### config.mk
export PLATFORM = sky130hd
export DESIGN_NAME = transformed_vertex_aabb
export DESIGN_NICKNAME = d
export VERILOG_FILES = /design/src/rtl/tva_pkg.sv /design/src/rtl/tva_fifo.sv /design/src/rtl/tva_front.sv /design/src/rtl/tva_back.sv /design/src/rtl/transformed_vertex_aabb.sv
export SDC_FILE = /design/constraint.sdc
export NUM_CORES = 2
export LEC_CHECK = 0
export BUFFER_PORTS_ARGS = -buffer_cell sky130_fd_sc_hd__buf_2
export CAP_MARGIN = 20
export CORE_MARGIN = 10
export CORE_UTILIZATION = 47
export DETAILED_ROUTE_END_ITERATION = 8
export HOLD_SLACK_MARGIN = 0.1
export PLACE_DENSITY = 0.63
export SYNTH_ARGS = -nofsm -noshare
export SYNTH_HDL_FRONTEND = slang
export SYNTH_SLANG_ARGS = --single-unit
### constraint.sdc
create_clock -name clk -period 19.4 [get_ports clk]
set_clock_uncertainty 0.15 [all_clocks]
set_input_delay 3.88 -clock clk [delete_from_list [all_inputs] [get_ports clk]]
set_output_delay 3.88 -clock clk [all_outputs]
set_load 0.005 [all_outputs]
### src/rtl/tva_pkg.sv
// shared types and constants for the transformed vertex bounding box block
package tva_pkg;

  // accumulator width: three 16x32 products plus a shifted constant term
  localparam int ACC_W = 50;
  localparam int COORD_FRAC_BITS_DEF = 16;

  // configuration register indexes
  localparam int CFG_IDX_W = 3;
  localparam logic [CFG_IDX_W-1:0] REG_ROW_X = 3'd0;
  localparam logic [CFG_IDX_W-1:0] REG_ROW_Y = 3'd1;
  localparam logic [CFG_IDX_W-1:0] REG_ROW_Z = 3'd2;
  localparam logic [CFG_IDX_W-1:0] REG_ROW_W = 3'd3;

  // identity matrix at reset
  localparam logic [63:0] ROW_X_RESET = 64'h0000_0000_0000_1000;
  localparam logic [63:0] ROW_Y_RESET = 64'h0000_0000_1000_0000;
  localparam logic [63:0] ROW_Z_RESET = 64'h0000_1000_0000_0000;
  localparam logic [63:0] ROW_W_RESET = 64'h1000_0000_0000_0000;

  typedef struct packed {
    logic signed [31:0] pos_x;
    logic signed [31:0] pos_y;
    logic signed [31:0] pos_z;
    logic               last_vertex;
  } vertex_t;

  typedef struct packed {
    logic signed [31:0] center_x;
    logic signed [31:0] center_y;
    logic signed [31:0] center_z;
    logic [30:0]        half_x;
    logic [30:0]        half_y;
    logic [30:0]        half_z;
    logic               zero_w_seen;
    logic               box_empty;
  } result_t;

  // transformed vertex handed from front to back
  typedef struct packed {
    logic signed [ACC_W-1:0] acc_x;
    logic signed [ACC_W-1:0] acc_y;
    logic signed [ACC_W-1:0] acc_z;
    logic signed [ACC_W-1:0] acc_w;
    logic                    last_vertex;
  } job_t;

endpackage

### src/rtl/tva_fifo.sv
// small register queue between the transform front and the divide back
module tva_fifo #(
  parameter int WIDTH = 8,
  parameter int DEPTH = 2
) (
  input  logic             clk,
  input  logic             rst,
  input  logic             push,
  input  logic [WIDTH-1:0] wdata,
  output logic             full,
  input  logic             pop,
  output logic [WIDTH-1:0] rdata,
  output logic             empty
);
  localparam int PTR_W = (DEPTH > 1) ? $clog2(DEPTH) : 1;
  localparam int CNT_W = $clog2(DEPTH + 1);

  logic [WIDTH-1:0] slots [DEPTH];
  logic [PTR_W-1:0] wptr, rptr;
  logic [CNT_W-1:0] count;
  logic do_push, do_pop;

  assign full    = (count == CNT_W'(DEPTH));
  assign empty   = (count == '0);
  assign do_push = push && !full;
  assign do_pop  = pop && !empty;
  assign rdata   = slots[rptr];

  // storage
  always_ff @(posedge clk) begin
    if (do_push) begin
      slots[wptr] <= wdata;
    end
  end

  // pointers and fill count
  always_ff @(posedge clk) begin
    if (rst) begin
      wptr  <= '0;
      rptr  <= '0;
      count <= '0;
    end else begin
      if (do_push) begin
        wptr <= (wptr == PTR_W'(DEPTH - 1)) ? '0 : wptr + 1'b1;
      end
      if (do_pop) begin
        rptr <= (rptr == PTR_W'(DEPTH - 1)) ? '0 : rptr + 1'b1;
      end
      case ({do_push, do_pop})
        2'b10:   count <= count + 1'b1;
        2'b01:   count <= count - 1'b1;
        default: count <= count;
      endcase
    end
  end

  a_pop_not_empty: assert property (@(posedge clk) disable iff (rst)
    empty |-> (count == '0 && wptr == rptr))
    else $error("queue pointers disagree with empty count");
  a_count_bound: assert property (@(posedge clk) disable iff (rst)
    count <= CNT_W'(DEPTH))
    else $error("queue count beyond depth");
  a_count_step: assert property (@(posedge clk) disable iff (rst)
    (do_push && !do_pop) |=> (count == $past(count) + 1'b1))
    else $error("queue count did not follow a push");
endmodule

### src/rtl/tva_front.sv
// matrix registers and the 4x4 transform, one product per cycle
module tva_front #(
  parameter int COORD_FRAC_BITS = tva_pkg::COORD_FRAC_BITS_DEF
) (
  input  logic                          clk,
  input  logic                          rst,
  input  logic                          push,
  output logic                          full,
  input  tva_pkg::vertex_t              vertex,
  input  logic                          cfg_valid,
  output logic                          cfg_ready,
  input  logic [tva_pkg::CFG_IDX_W-1:0] cfg_index,
  input  logic [63:0]                   cfg_data,
  output logic                          job_push,
  output tva_pkg::job_t                 job,
  input  logic                          job_full
);
  localparam int ACC_W = tva_pkg::ACC_W;
  localparam logic [1:0] F_IDLE = 2'd0;
  localparam logic [1:0] F_RUN  = 2'd1;
  localparam logic [1:0] F_PUSH = 2'd2;
  localparam logic [4:0] LAST_STEP = 5'd16;

  logic [63:0] mat [4];
  logic [1:0] state;
  logic [4:0] step;
  tva_pkg::vertex_t vtx;
  logic [1:0] row, term;
  logic signed [15:0] coef;
  logic signed [31:0] v_sel;
  logic signed [47:0] mul;
  logic signed [ACC_W-1:0] prod, prod_next;
  logic [1:0] prod_row;
  logic prod_first, prod_valid;
  logic signed [ACC_W-1:0] acc [4];

  assign cfg_ready = 1'b1;
  assign full      = (state != F_IDLE);
  assign row       = step[3:2];
  assign term      = step[1:0];
  assign coef      = mat[row][16*term +: 16];

  // operand select and product
  always_comb begin
    case (term)
      2'd0:    v_sel = vtx.pos_x;
      2'd1:    v_sel = vtx.pos_y;
      default: v_sel = vtx.pos_z;
    endcase
    mul = coef * v_sel;
    if (term == 2'd3) begin
      prod_next = ACC_W'(coef) <<< COORD_FRAC_BITS;
    end else begin
      prod_next = ACC_W'(mul);
    end
  end

  // matrix rows
  always_ff @(posedge clk) begin
    if (rst) begin
      mat[0] <= tva_pkg::ROW_X_RESET;
      mat[1] <= tva_pkg::ROW_Y_RESET;
      mat[2] <= tva_pkg::ROW_Z_RESET;
      mat[3] <= tva_pkg::ROW_W_RESET;
    end else if (cfg_valid) begin
      case (cfg_index)
        tva_pkg::REG_ROW_X: mat[0] <= cfg_data;
        tva_pkg::REG_ROW_Y: mat[1] <= cfg_data;
        tva_pkg::REG_ROW_Z: mat[2] <= cfg_data;
        tva_pkg::REG_ROW_W: mat[3] <= cfg_data;
        default: ;
      endcase
    end
  end

  // sequencer over rows and terms
  always_ff @(posedge clk) begin
    if (rst) begin
      state      <= F_IDLE;
      step       <= '0;
      prod_valid <= 1'b0;
    end else begin
      prod_valid <= (state == F_RUN) && (step != LAST_STEP);
      case (state)
        F_IDLE: begin
          if (push) begin
            state <= F_RUN;
            step  <= '0;
          end
        end
        F_RUN: begin
          if (step == LAST_STEP) begin
            state <= F_PUSH;
          end else begin
            step <= step + 1'b1;
          end
        end
        F_PUSH: begin
          if (!job_full) begin
            state <= F_IDLE;
          end
        end
        default: state <= F_IDLE;
      endcase
    end
  end

  // vertex latch, product register and row accumulators
  always_ff @(posedge clk) begin
    if (state == F_IDLE && push) begin
      vtx <= vertex;
    end
    prod       <= prod_next;
    prod_row   <= row;
    prod_first <= (term == 2'd0);
    if (prod_valid) begin
      acc[prod_row] <= (prod_first ? '0 : acc[prod_row]) + prod;
    end
  end

  assign job_push        = (state == F_PUSH) && !job_full;
  assign job.acc_x       = acc[0];
  assign job.acc_y       = acc[1];
  assign job.acc_z       = acc[2];
  assign job.acc_w       = acc[3];
  assign job.last_vertex = vtx.last_vertex;
endmodule

### src/rtl/tva_back.sv
// perspective divide, min and max tracking, and the result register
module tva_back #(
  parameter int COORD_FRAC_BITS = tva_pkg::COORD_FRAC_BITS_DEF
) (
  input  logic              clk,
  input  logic              rst,
  input  logic              job_empty,
  input  tva_pkg::job_t     job_in,
  output logic              job_pop,
  output logic              empty,
  input  logic              pop,
  output tva_pkg::result_t  result
);
  localparam int ACC_W = tva_pkg::ACC_W;
  localparam int DW = ACC_W + 32;
  localparam int INT_BITS = 32 - COORD_FRAC_BITS;
  localparam logic [2:0] B_IDLE  = 3'd0;
  localparam logic [2:0] B_SETUP = 3'd1;
  localparam logic [2:0] B_DIV   = 3'd2;
  localparam logic [2:0] B_UPD   = 3'd3;
  localparam logic [2:0] B_EMIT  = 3'd4;

  logic [2:0] state;
  tva_pkg::job_t job;
  logic [1:0] axis;
  logic [4:0] cnt;
  logic [ACC_W-1:0] rem, un, ud;
  logic [31:0] low, q;
  logic neg, ovf;
  logic signed [ACC_W-1:0] num;
  logic [DW-1:0] ud_lim;
  logic [ACC_W:0] trial;
  logic signed [31:0] quot;
  logic signed [31:0] mins [3];
  logic signed [31:0] maxs [3];
  logic have_point, zero_w_flag;
  logic out_valid;
  tva_pkg::result_t res_next;
  logic [32:0] sum [3];
  logic [32:0] diff [3];

  // divide operands
  always_comb begin
    case (axis)
      2'd0:    num = job.acc_x;
      2'd1:    num = job.acc_y;
      default: num = job.acc_z;
    endcase
    un     = num[ACC_W-1] ? ACC_W'(-num) : ACC_W'(num);
    ud     = job.acc_w[ACC_W-1] ? ACC_W'(-job.acc_w) : ACC_W'(job.acc_w);
    ud_lim = DW'(ud) << INT_BITS;
    trial  = {rem, low[31]};
  end

  // saturated signed quotient
  always_comb begin
    if (ovf) begin
      quot = neg ? 32'sh8000_0000 : 32'sh7FFF_FFFF;
    end else if (neg) begin
      quot = q[31] ? 32'sh8000_0000 : -$signed(q);
    end else begin
      quot = q[31] ? 32'sh7FFF_FFFF : $signed(q);
    end
  end

  // box center and half extents
  always_comb begin
    for (int i = 0; i < 3; i++) begin
      sum[i]  = {mins[i][31], mins[i]} + {maxs[i][31], maxs[i]};
      diff[i] = {maxs[i][31], maxs[i]} - {mins[i][31], mins[i]};
    end
    res_next.zero_w_seen = zero_w_flag;
    res_next.box_empty   = !have_point;
    if (have_point) begin
      res_next.center_x = sum[0][32:1];
      res_next.center_y = sum[1][32:1];
      res_next.center_z = sum[2][32:1];
      res_next.half_x   = diff[0][31:1];
      res_next.half_y   = diff[1][31:1];
      res_next.half_z   = diff[2][31:1];
    end else begin
      res_next.center_x = '0;
      res_next.center_y = '0;
      res_next.center_z = '0;
      res_next.half_x   = '0;
      res_next.half_y   = '0;
      res_next.half_z   = '0;
    end
  end

  assign job_pop = (state == B_IDLE) && !job_empty;
  assign empty   = !out_valid;

  // control sequencer and run state
  always_ff @(posedge clk) begin
    if (rst) begin
      state       <= B_IDLE;
      have_point  <= 1'b0;
      zero_w_flag <= 1'b0;
      out_valid   <= 1'b0;
      axis        <= '0;
      cnt         <= '0;
    end else begin
      if (pop && out_valid) begin
        out_valid <= 1'b0;
      end
      case (state)
        B_IDLE: begin
          if (!job_empty) begin
            axis <= '0;
            if (job_in.acc_w == '0) begin
              zero_w_flag <= 1'b1;
              state       <= B_EMIT;
            end else begin
              state <= B_SETUP;
            end
          end
        end
        B_SETUP: begin
          cnt   <= '0;
          state <= (DW'(un) >= ud_lim) ? B_UPD : B_DIV;
        end
        B_DIV: begin
          cnt <= cnt + 1'b1;
          if (cnt == 5'd31) begin
            state <= B_UPD;
          end
        end
        B_UPD: begin
          if (axis == 2'd2) begin
            have_point <= 1'b1;
            state      <= B_EMIT;
          end else begin
            axis  <= axis + 1'b1;
            state <= B_SETUP;
          end
        end
        B_EMIT: begin
          if (!job.last_vertex) begin
            state <= B_IDLE;
          end else if (!out_valid) begin
            out_valid   <= 1'b1;
            have_point  <= 1'b0;
            zero_w_flag <= 1'b0;
            state       <= B_IDLE;
          end
        end
        default: state <= B_IDLE;
      endcase
    end
  end

  // datapath: job latch, restoring divider, min and max, result word
  always_ff @(posedge clk) begin
    if (state == B_IDLE && !job_empty) begin
      job <= job_in;
    end
    if (state == B_SETUP) begin
      neg <= num[ACC_W-1] ^ job.acc_w[ACC_W-1];
      ovf <= (DW'(un) >= ud_lim);
      rem <= un >> INT_BITS;
      low <= 32'(DW'(un) << COORD_FRAC_BITS);
      q   <= '0;
    end
    if (state == B_DIV) begin
      low <= {low[30:0], 1'b0};
      if (trial >= {1'b0, ud}) begin
        rem <= ACC_W'(trial - {1'b0, ud});
        q   <= {q[30:0], 1'b1};
      end else begin
        rem <= trial[ACC_W-1:0];
        q   <= {q[30:0], 1'b0};
      end
    end
    if (state == B_UPD) begin
      if (!have_point || quot < mins[axis]) begin
        mins[axis] <= quot;
      end
      if (!have_point || quot > maxs[axis]) begin
        maxs[axis] <= quot;
      end
    end
    if (state == B_EMIT && job.last_vertex && !out_valid) begin
      result <= res_next;
    end
  end

  a_rem_below_divisor: assert property (@(posedge clk) disable iff (rst)
    (state == B_DIV) |-> (rem < ud))
    else $error("divider remainder not below divisor");
  a_empty_box_zero: assert property (@(posedge clk) disable iff (rst)
    (out_valid && result.box_empty) |->
      (result.center_x == '0 && result.half_x == '0 && result.half_z == '0))
    else $error("empty box carries nonzero fields");
  a_emit_loads: assert property (@(posedge clk) disable iff (rst)
    (state == B_EMIT && job.last_vertex && !out_valid) |=> out_valid)
    else $error("result word not loaded on last vertex");
endmodule

### src/rtl/transformed_vertex_aabb.sv
// Bounding box of a run of vertices after a 4x4 projective transform. The
// front multiplies one coefficient per cycle (products, a flush, then a
// hand-off that waits while the queue is full) and hands the four row sums
// to a two-word queue; the back then runs one shared restoring divider, 32
// steps per axis unless the quotient saturates, while a vertex with zero w
// skips the divider. The back takes a new job from the queue only when it
// is idle again. A result word is held in an output register and the back
// keeps working while it waits to be popped, stalling only when a second
// result is ready.
module transformed_vertex_aabb #(
  parameter int COORD_FRAC_BITS = tva_pkg::COORD_FRAC_BITS_DEF
) (
  input  logic                          clk,
  input  logic                          rst,
  input  logic                          push,
  output logic                          full,
  input  tva_pkg::vertex_t              vertex,
  output logic                          empty,
  input  logic                          pop,
  output tva_pkg::result_t              result,
  input  logic                          cfg_valid,
  output logic                          cfg_ready,
  input  logic [tva_pkg::CFG_IDX_W-1:0] cfg_index,
  input  logic [63:0]                   cfg_data
);
  logic job_push, job_full, job_pop, job_empty;
  tva_pkg::job_t job_w, job_r;

  tva_front #(.COORD_FRAC_BITS(COORD_FRAC_BITS)) u_front (
    .clk(clk), .rst(rst), .push(push), .full(full), .vertex(vertex),
    .cfg_valid(cfg_valid), .cfg_ready(cfg_ready), .cfg_index(cfg_index),
    .cfg_data(cfg_data), .job_push(job_push), .job(job_w), .job_full(job_full)
  );

  tva_fifo #(.WIDTH($bits(tva_pkg::job_t)), .DEPTH(2)) u_fifo (
    .clk(clk), .rst(rst), .push(job_push), .wdata(job_w), .full(job_full),
    .pop(job_pop), .rdata(job_r), .empty(job_empty)
  );

  tva_back #(.COORD_FRAC_BITS(COORD_FRAC_BITS)) u_back (
    .clk(clk), .rst(rst), .job_empty(job_empty), .job_in(job_r),
    .job_pop(job_pop), .empty(empty), .pop(pop), .result(result)
  );
endmodule

## Yosys cells after proc, flatten, opt, wreduce, memory -nomap -nowiden

Memory sizes are Yosys's and may differ from the RTL's. A register that Yosys moved wholly into a read port is not among the register bits.
Index checks and enable logic that the tools add are counted.
W data, S select, Z words.

| storage, ports and cells | value |
|---|---|
| memories | 5 |
| output and inout port bits | 194 |
| RAM bits | 1,050 |
| bits of input ports | 169 |
| bits in registers | 667 |

Memories:

| memory | depth | width | read ports | clocked after memory_dff | wr ports | line | RTL |
|---|---|---|---|---|---|---|---|
| u_fifo.slots | 2 | 201 | 1 | 1 | 1 | tva_fifo.sv:18 | `logic [WIDTH-1:0] slots [DEPTH];` |
| u_front.mat | 4 | 64 | 1 | 1 | 4 | tva_front.sv:24 | `logic [63:0] mat [4];` |
| u_front.acc | 4 | 50 | 5 | 1 | 1 | tva_front.sv:35 | `logic signed [ACC_W-1:0] acc [4];` |
| u_back.maxs | 3 | 32 | 4 | 1 | 1 | tva_back.sv:35 | `logic signed [31:0] maxs [3];` |
| u_back.mins | 3 | 32 | 4 | 1 | 1 | tva_back.sv:34 | `logic signed [31:0] mins [3];` |

| cells by class | value |
|---|---|
| shift-type cells | 1 |
| eq/ne operators | 31 |
| bitwise logic cells | 5 |
| $add $sub $neg | 18 |
| order comparisons | 4 |
| reductions and logical operators | 35 |
| multiply operators | 1 |
| muxes and demuxes | 92 |

Operator list:

| kind | number |
|---|---|
| $mux W50 | 7 |
| $mux W32 | 8 |
| $mux W64 | 4 |
| $neg A50 Y50 | 2 |
| $pmux W50 S2 | 1 |
| $add A32 B32 Y33 | 3 |
| $sub A32 B32 Y32 | 3 |
| $ge A50 B66 Y1 | 1 |
| $pmux W32 S2 | 1 |
| $shiftx A64 B7 Y16 | 1 |
| $ge A51 B50 Y1 | 1 |
| $add A50 B50 Y50 | 1 |
| $logic_not A50 Y1 | 1 |
| $sub A50 B50 Y50 | 1 |
| $mul A16 B32 Y48 | 1 |
| $mux W1 | 43 |
| $gt A32 B32 Y1 | 1 |
| $lt A32 B32 Y1 | 1 |
| $neg A32 Y32 | 1 |
| $mux W31 | 1 |
| $mux W2 | 11 |
| $pmux W5 S2 | 2 |
| $mux W3 | 6 |
| $pmux W3 S5 | 1 |
| other kinds (29) | 84 |

## Depth between registers and ports, before layout

| depth | value |
|---|---|
| depth in word-level cells | 9 |
| depth in mapped cells | 36 |
| mapped depth without buffers | 28 |

## Cells and area by module

From an unflattened synthesis, not the netlist that was laid out.

| unflattened totals | value |
|---|---|
| cell total of the unflattened synthesis | 8,764 |
| area, all modules | 105,870.3 sq um |

Modules (own cells, without submodules):

| module | instances | cells each | area an instance (sq um) |
|---|---|---|---|
| tva_back | 1 | 4,221 | 45,907.8 |
| tva_front | 1 | 3,892 | 45,293.4 |
| tva_fifo | 1 | 651 | 14,669.1 |

## Least setup slack after synthesis

No wires, ideal clock.

| path | value |
|---|---|
| path kind | register to register |
| start point | reg u_back.state[1] |
| end point | reg u_back.result[0] (netlist name) |
| cell stages (with the launch flop) | 3 |
| setup time | 1.219 ns |
| data arrival time | 18.817 ns |
| required time | 18.031 ns |
| path slack | -0.786 ns |
| clock period less this slack | 20.186 ns |
| cells stage by stage | dfxtp_1 > clkbuf_1 > nor4_1 |

| on the way | value |
|---|---|
| longest elaborated chain between the ends | 3 |

Ends and longest elaborated chain:

| item | line | RTL |
|---|---|---|
| start, declared | tva_back.sv:23 | `logic [2:0] state;` |
| start signal, assigned | tva_back.sv:121 | `state <= (DW'(un) >= ud_lim) ? B_UPD : B_DIV;` |
| $eq A3 B3 Y1 | tva_back.sv:183 | `if (state == B_EMIT && job.last_vertex && !out_valid) begin` |
| $logic_and A1 B1 Y1 (2 in a row) | tva_back.sv:183 |  |

No other way between the ends.
A chain may end at the register's enable or synchronous reset.

## Worst setup path after layout

| path | value |
|---|---|
| start point | reg u_front.step[1] |
| end point | reg u_front.prod[45] |

| on the way | value |
|---|---|
| longest elaborated chain between the ends | 4 |

Ends and longest elaborated chain:

| item | line | RTL |
|---|---|---|
| start, declared | tva_front.sv:26 | `logic [4:0] step;` |
| start signal, assigned | tva_front.sv:95 | `step <= step + 1'b1;` |
| branches (longest 3 deep; another with $mul A16 B32 Y48) | -- |  |
| $mux W50 * | tva_front.sv:51 | `if (term == 2'd3) begin` |
| via u_front.prod_next[45] | tva_front.sv:32 | `logic signed [ACC_W-1:0] prod, prod_next;` |
| end signal, assigned | tva_front.sv:113 | `prod <= prod_next;` |
| end, declared | tva_front.sv:32 |  |

Mark *: on every way through the listed nets, which the timed path passes.

==> results.yml <==
synthesis:
  synthXorXnorAreaFrac_pct: 3.127
  synthArstFlopShare_pct: 0
  synth_cell_type_count: 89
  synth_nets: 9792
  yosysTopAreaCellShare_pct: 48.81
  yosysMostFrequentCell: "edfxtp_1"
  synth_ff_type: "edfxtp_1"
  synthMuxAreaShare_pct: 6.767
  synth_adder_area_share_pct: 15.48
  synth-warning-count: 0
  synth_compound_area_share_pct: 9.040
  ys_seq_elements: 1784
  synthCells: 8623
  synth-seq-area-share_pct: 50.36
  syn_area_mm2: 0.1048
  synth_edf_count: 1703
  synth_top_family_by_area: "adder cells"
  yosys-top-cells-count: "1703 x edfxtp_1, 904 x inv_1, 631 x nor2_1"
  postSynthAreaPerCell_um2: 12.15
  synthSimpleGateAreaFrac_pct: 10.59
  synthTopCellsByArea: "edfxtp_1 49%, fa_1 9.4%, ha_1 6.0%"
  synth_area_leader_cell: "edfxtp_1"
die:
  dieArea_mm2: 0.2422
  rows: 173
  fp.dieH_um: 492.1
  initial_utilization_pct: 47.17
  io_pins: 363
  coreArea_mm2: 0.2221
  die_w_um: 492.1
route:
  vias_per_cell: 5.636
  drc: 0
  drtPass1Iterations: 6
  totalWireLength_um: 274600
  routedWlPerCell_um: 22.86
  drtIter0Drc: 5764
  ant_nets: 0
  vias: 67690
worst_setup_path:
  start_kind: "flip-flop"
  path_class: "flip-flop to flip-flop"
  timing.rr.start: "u_front.step[1]"
  crit_fanout: 56
  reg2reg_to: "u_front.prod[45]"
  arrival_ns: 11.04
  regToRegSetupSlack_ns: 8.87
  worstSetupEndpointType: "flip-flop"
  worstPathRequired_ns: 19.91
  r2r_cells: 26
cts:
  cts.sinks: 1784
  h-tree-depth: 4
  cts_resized: 0
  cts_buffers: 182
  cts_tree: "done"
  clockRootBuffer: "clkbuf_16"
  cts_setup_buffers: 0
  clkTransAtPathRegs_ns: 0.06
  clk-insertion-delay-late_ns: 0.83
  cts_buffer_depth: 3
  holdBufCountCts: 0
finish:
  finalNonFillerCells: 12010
  utilization_pct: 52.20
  fin_nets: 10050
  drive_above_1_share_pct: 13.33
  fillers: 18990
  regArea_mm2: 0.05278
  areaGrowthSynthToFinish_pct: 10.67
  multiInputGateArea_mm2: 0.04743
hold_path:
  hold_depth: 0
  min_path_type: "flip-flop to flip-flop"
  holdPathEnd: "u_front.prod_row[1]"
  min-delay-start: "u_front.step[3]"
timing:
  fin_tns_setup_ns: 0
  max-slew-margin-rel_pct: 22.31
  final-hold-violation-count: 0
  fmax_ghz: 0.09497
  grt_setup_unrepaired: "false"
  finalMaxSlewViolations: 0
  tightest_slew_ns: 1.155
  finalSetupViolCount: 0
  fin_crit_ns: 10.53
  fin_crit_sh_pct: 54.28
grt:
  first_global_vias: 69510
  grt_pass1_wl_um: 422600
  use_met1_pct: 29.60
  grt-ovfl-total: 0
  use_met2_pct: 37.26
  track_usage_pct: 22.24
  grt_busiest_layer: "met2"
  grt_max_degree: 144
  globalRouteMet3Util_pct: 3.457
  antenna_found_initial: 13
placed_design:
  gp_congestion: 0.9145
  port_buffers: 361
  dp.final_hpwl_um: 198100
  post-place-cells: 11670
run_status:
  status: "finished, final reports clean"
flow_run:
  max_cap_viol_count: 0
[layout by cell type (no fill, tap or decap), types with 186 or more instances in the layout]
| master | synthesis | final |
|---|---|---|
| ha_1 | 506 | 502 |
| clkbuf_16 | 0 | 188 |
| edfxtp_1 | 1703 | 1703 |
| xnor2_1 | 231 | 231 |
| inv_1 | 904 | 902 |
| mux4_2 | 186 | 186 |
| and2_1 | 336 | 335 |
| mux2_2 | 206 | 206 |
| fa_1 | 494 | 494 |
| nand2_1 | 561 | 561 |
| a21oi_1 | 440 | 434 |
| o21ai_0 | 272 | 272 |
| buf_2 | 5 | 361 |
| nor2_1 | 631 | 625 |
[cell type report]
| class | instances | area share [%] |
|---|---|---|
| Antenna cell | 9 | 0.01943 |
| Clock buffer | 217 | 4.160 |
| Clock inverter | 116 | 1.084 |
| Inverter | 908 | 2.945 |
| Multi-Input combinational cell | 5553 | 40.91 |
| Sequential cell | 1784 | 45.53 |
| Tap cell | 2975 | 3.211 |
| Timing Repair Buffer | 448 | 2.141 |
[stage by stage]
stage | setup slack [ns] | instance area [um2] | hold slack, ns
floorplan | 7.476 | 104800 | 0.2251
global placement | 9.221 | 109800 | 0.2737
detailed placement | 9.008 | 109800 | 0.2623
CTS | 8.910 | 115900 | 0.2366
global route | 8.176 | 115900 | 0.2536
finish | 8.870 | 115900 | 0.2610
[critical path, cell delays in order, from the launching register on]
cell      delay (ns)
dfxtp_1         0.76
clkinv_1        0.67
ha_2            0.69
nor2_4          0.17
buf_4           0.49
a21o_1          0.51
nand2_1         0.15
fa_1            0.60
fa_1            0.46
fa_1            0.52
inv_1           0.05
fa_1            0.46
fa_1            0.56
inv_1           0.06
fa_1            0.56
inv_1           0.05
ha_1            0.36
a211o_1         0.33
or3_1           0.31
o21ai_0         0.28
o21ai_0         0.30
a211oi_1        0.58
a31oi_1         0.17
a21oi_1         0.35
o21ai_0         0.31
a211o_1         0.36
o311ai_0        0.11
[flip-flops by register name, summed over array words and instances, names as in the netlist, 16 cells and up, named ones only]
name           count
u_back.mins      128
u_back.q          32
u_front.prod      48
u_back.job       201
u_front.mat      256
u_back.maxs      128
u_fifo.slots     402
u_back.rem        50
u_front.acc      200
u_front.vtx       96
u_back.result    191
u_back.low        16
[routing by layer]
metal / up-vias / part of all wire (%)
li1: 31110 / -
met4: 12 / 3.7
met2: 2186 / 48
met3: 486 / 5.8
met5: - / 0.027
met1: 33890 / 42
[worst max path at each step]
stage / to / slack [ns] / startpoint / cells past startpoint
3_3_place_gp: u_front.prod[45] / 9.22 / u_front.step[1] / 26
4_1_cts: u_front.prod[45] / 8.91 / u_front.step[1] / 26
6_report: u_front.prod[45] / 8.87 / u_front.step[1] / 26
2_1_floorplan: u_back.result[0] / 7.48 / u_back.state[2] / 3
3_5_place_dp: u_front.prod[45] / 9.01 / u_front.step[1] / 26
5_1_grt: u_front.prod[45] / 8.18 / u_front.step[1] / 29
[cell families after synthesis]
kind of cell | Yosys count
other | 1
flip-flops | 1784
multiplexers | 450
buffers and inverters | 1286
AND/OR/NAND/NOR | 2262
XOR/XNOR | 374
AO/OA/AOI/OAI | 1466
adder cells (fa/ha/maj) | 1000
Power is not shown: default switching activity piles up to over one toggle a cycle in this logic, so the estimate is an artifact.
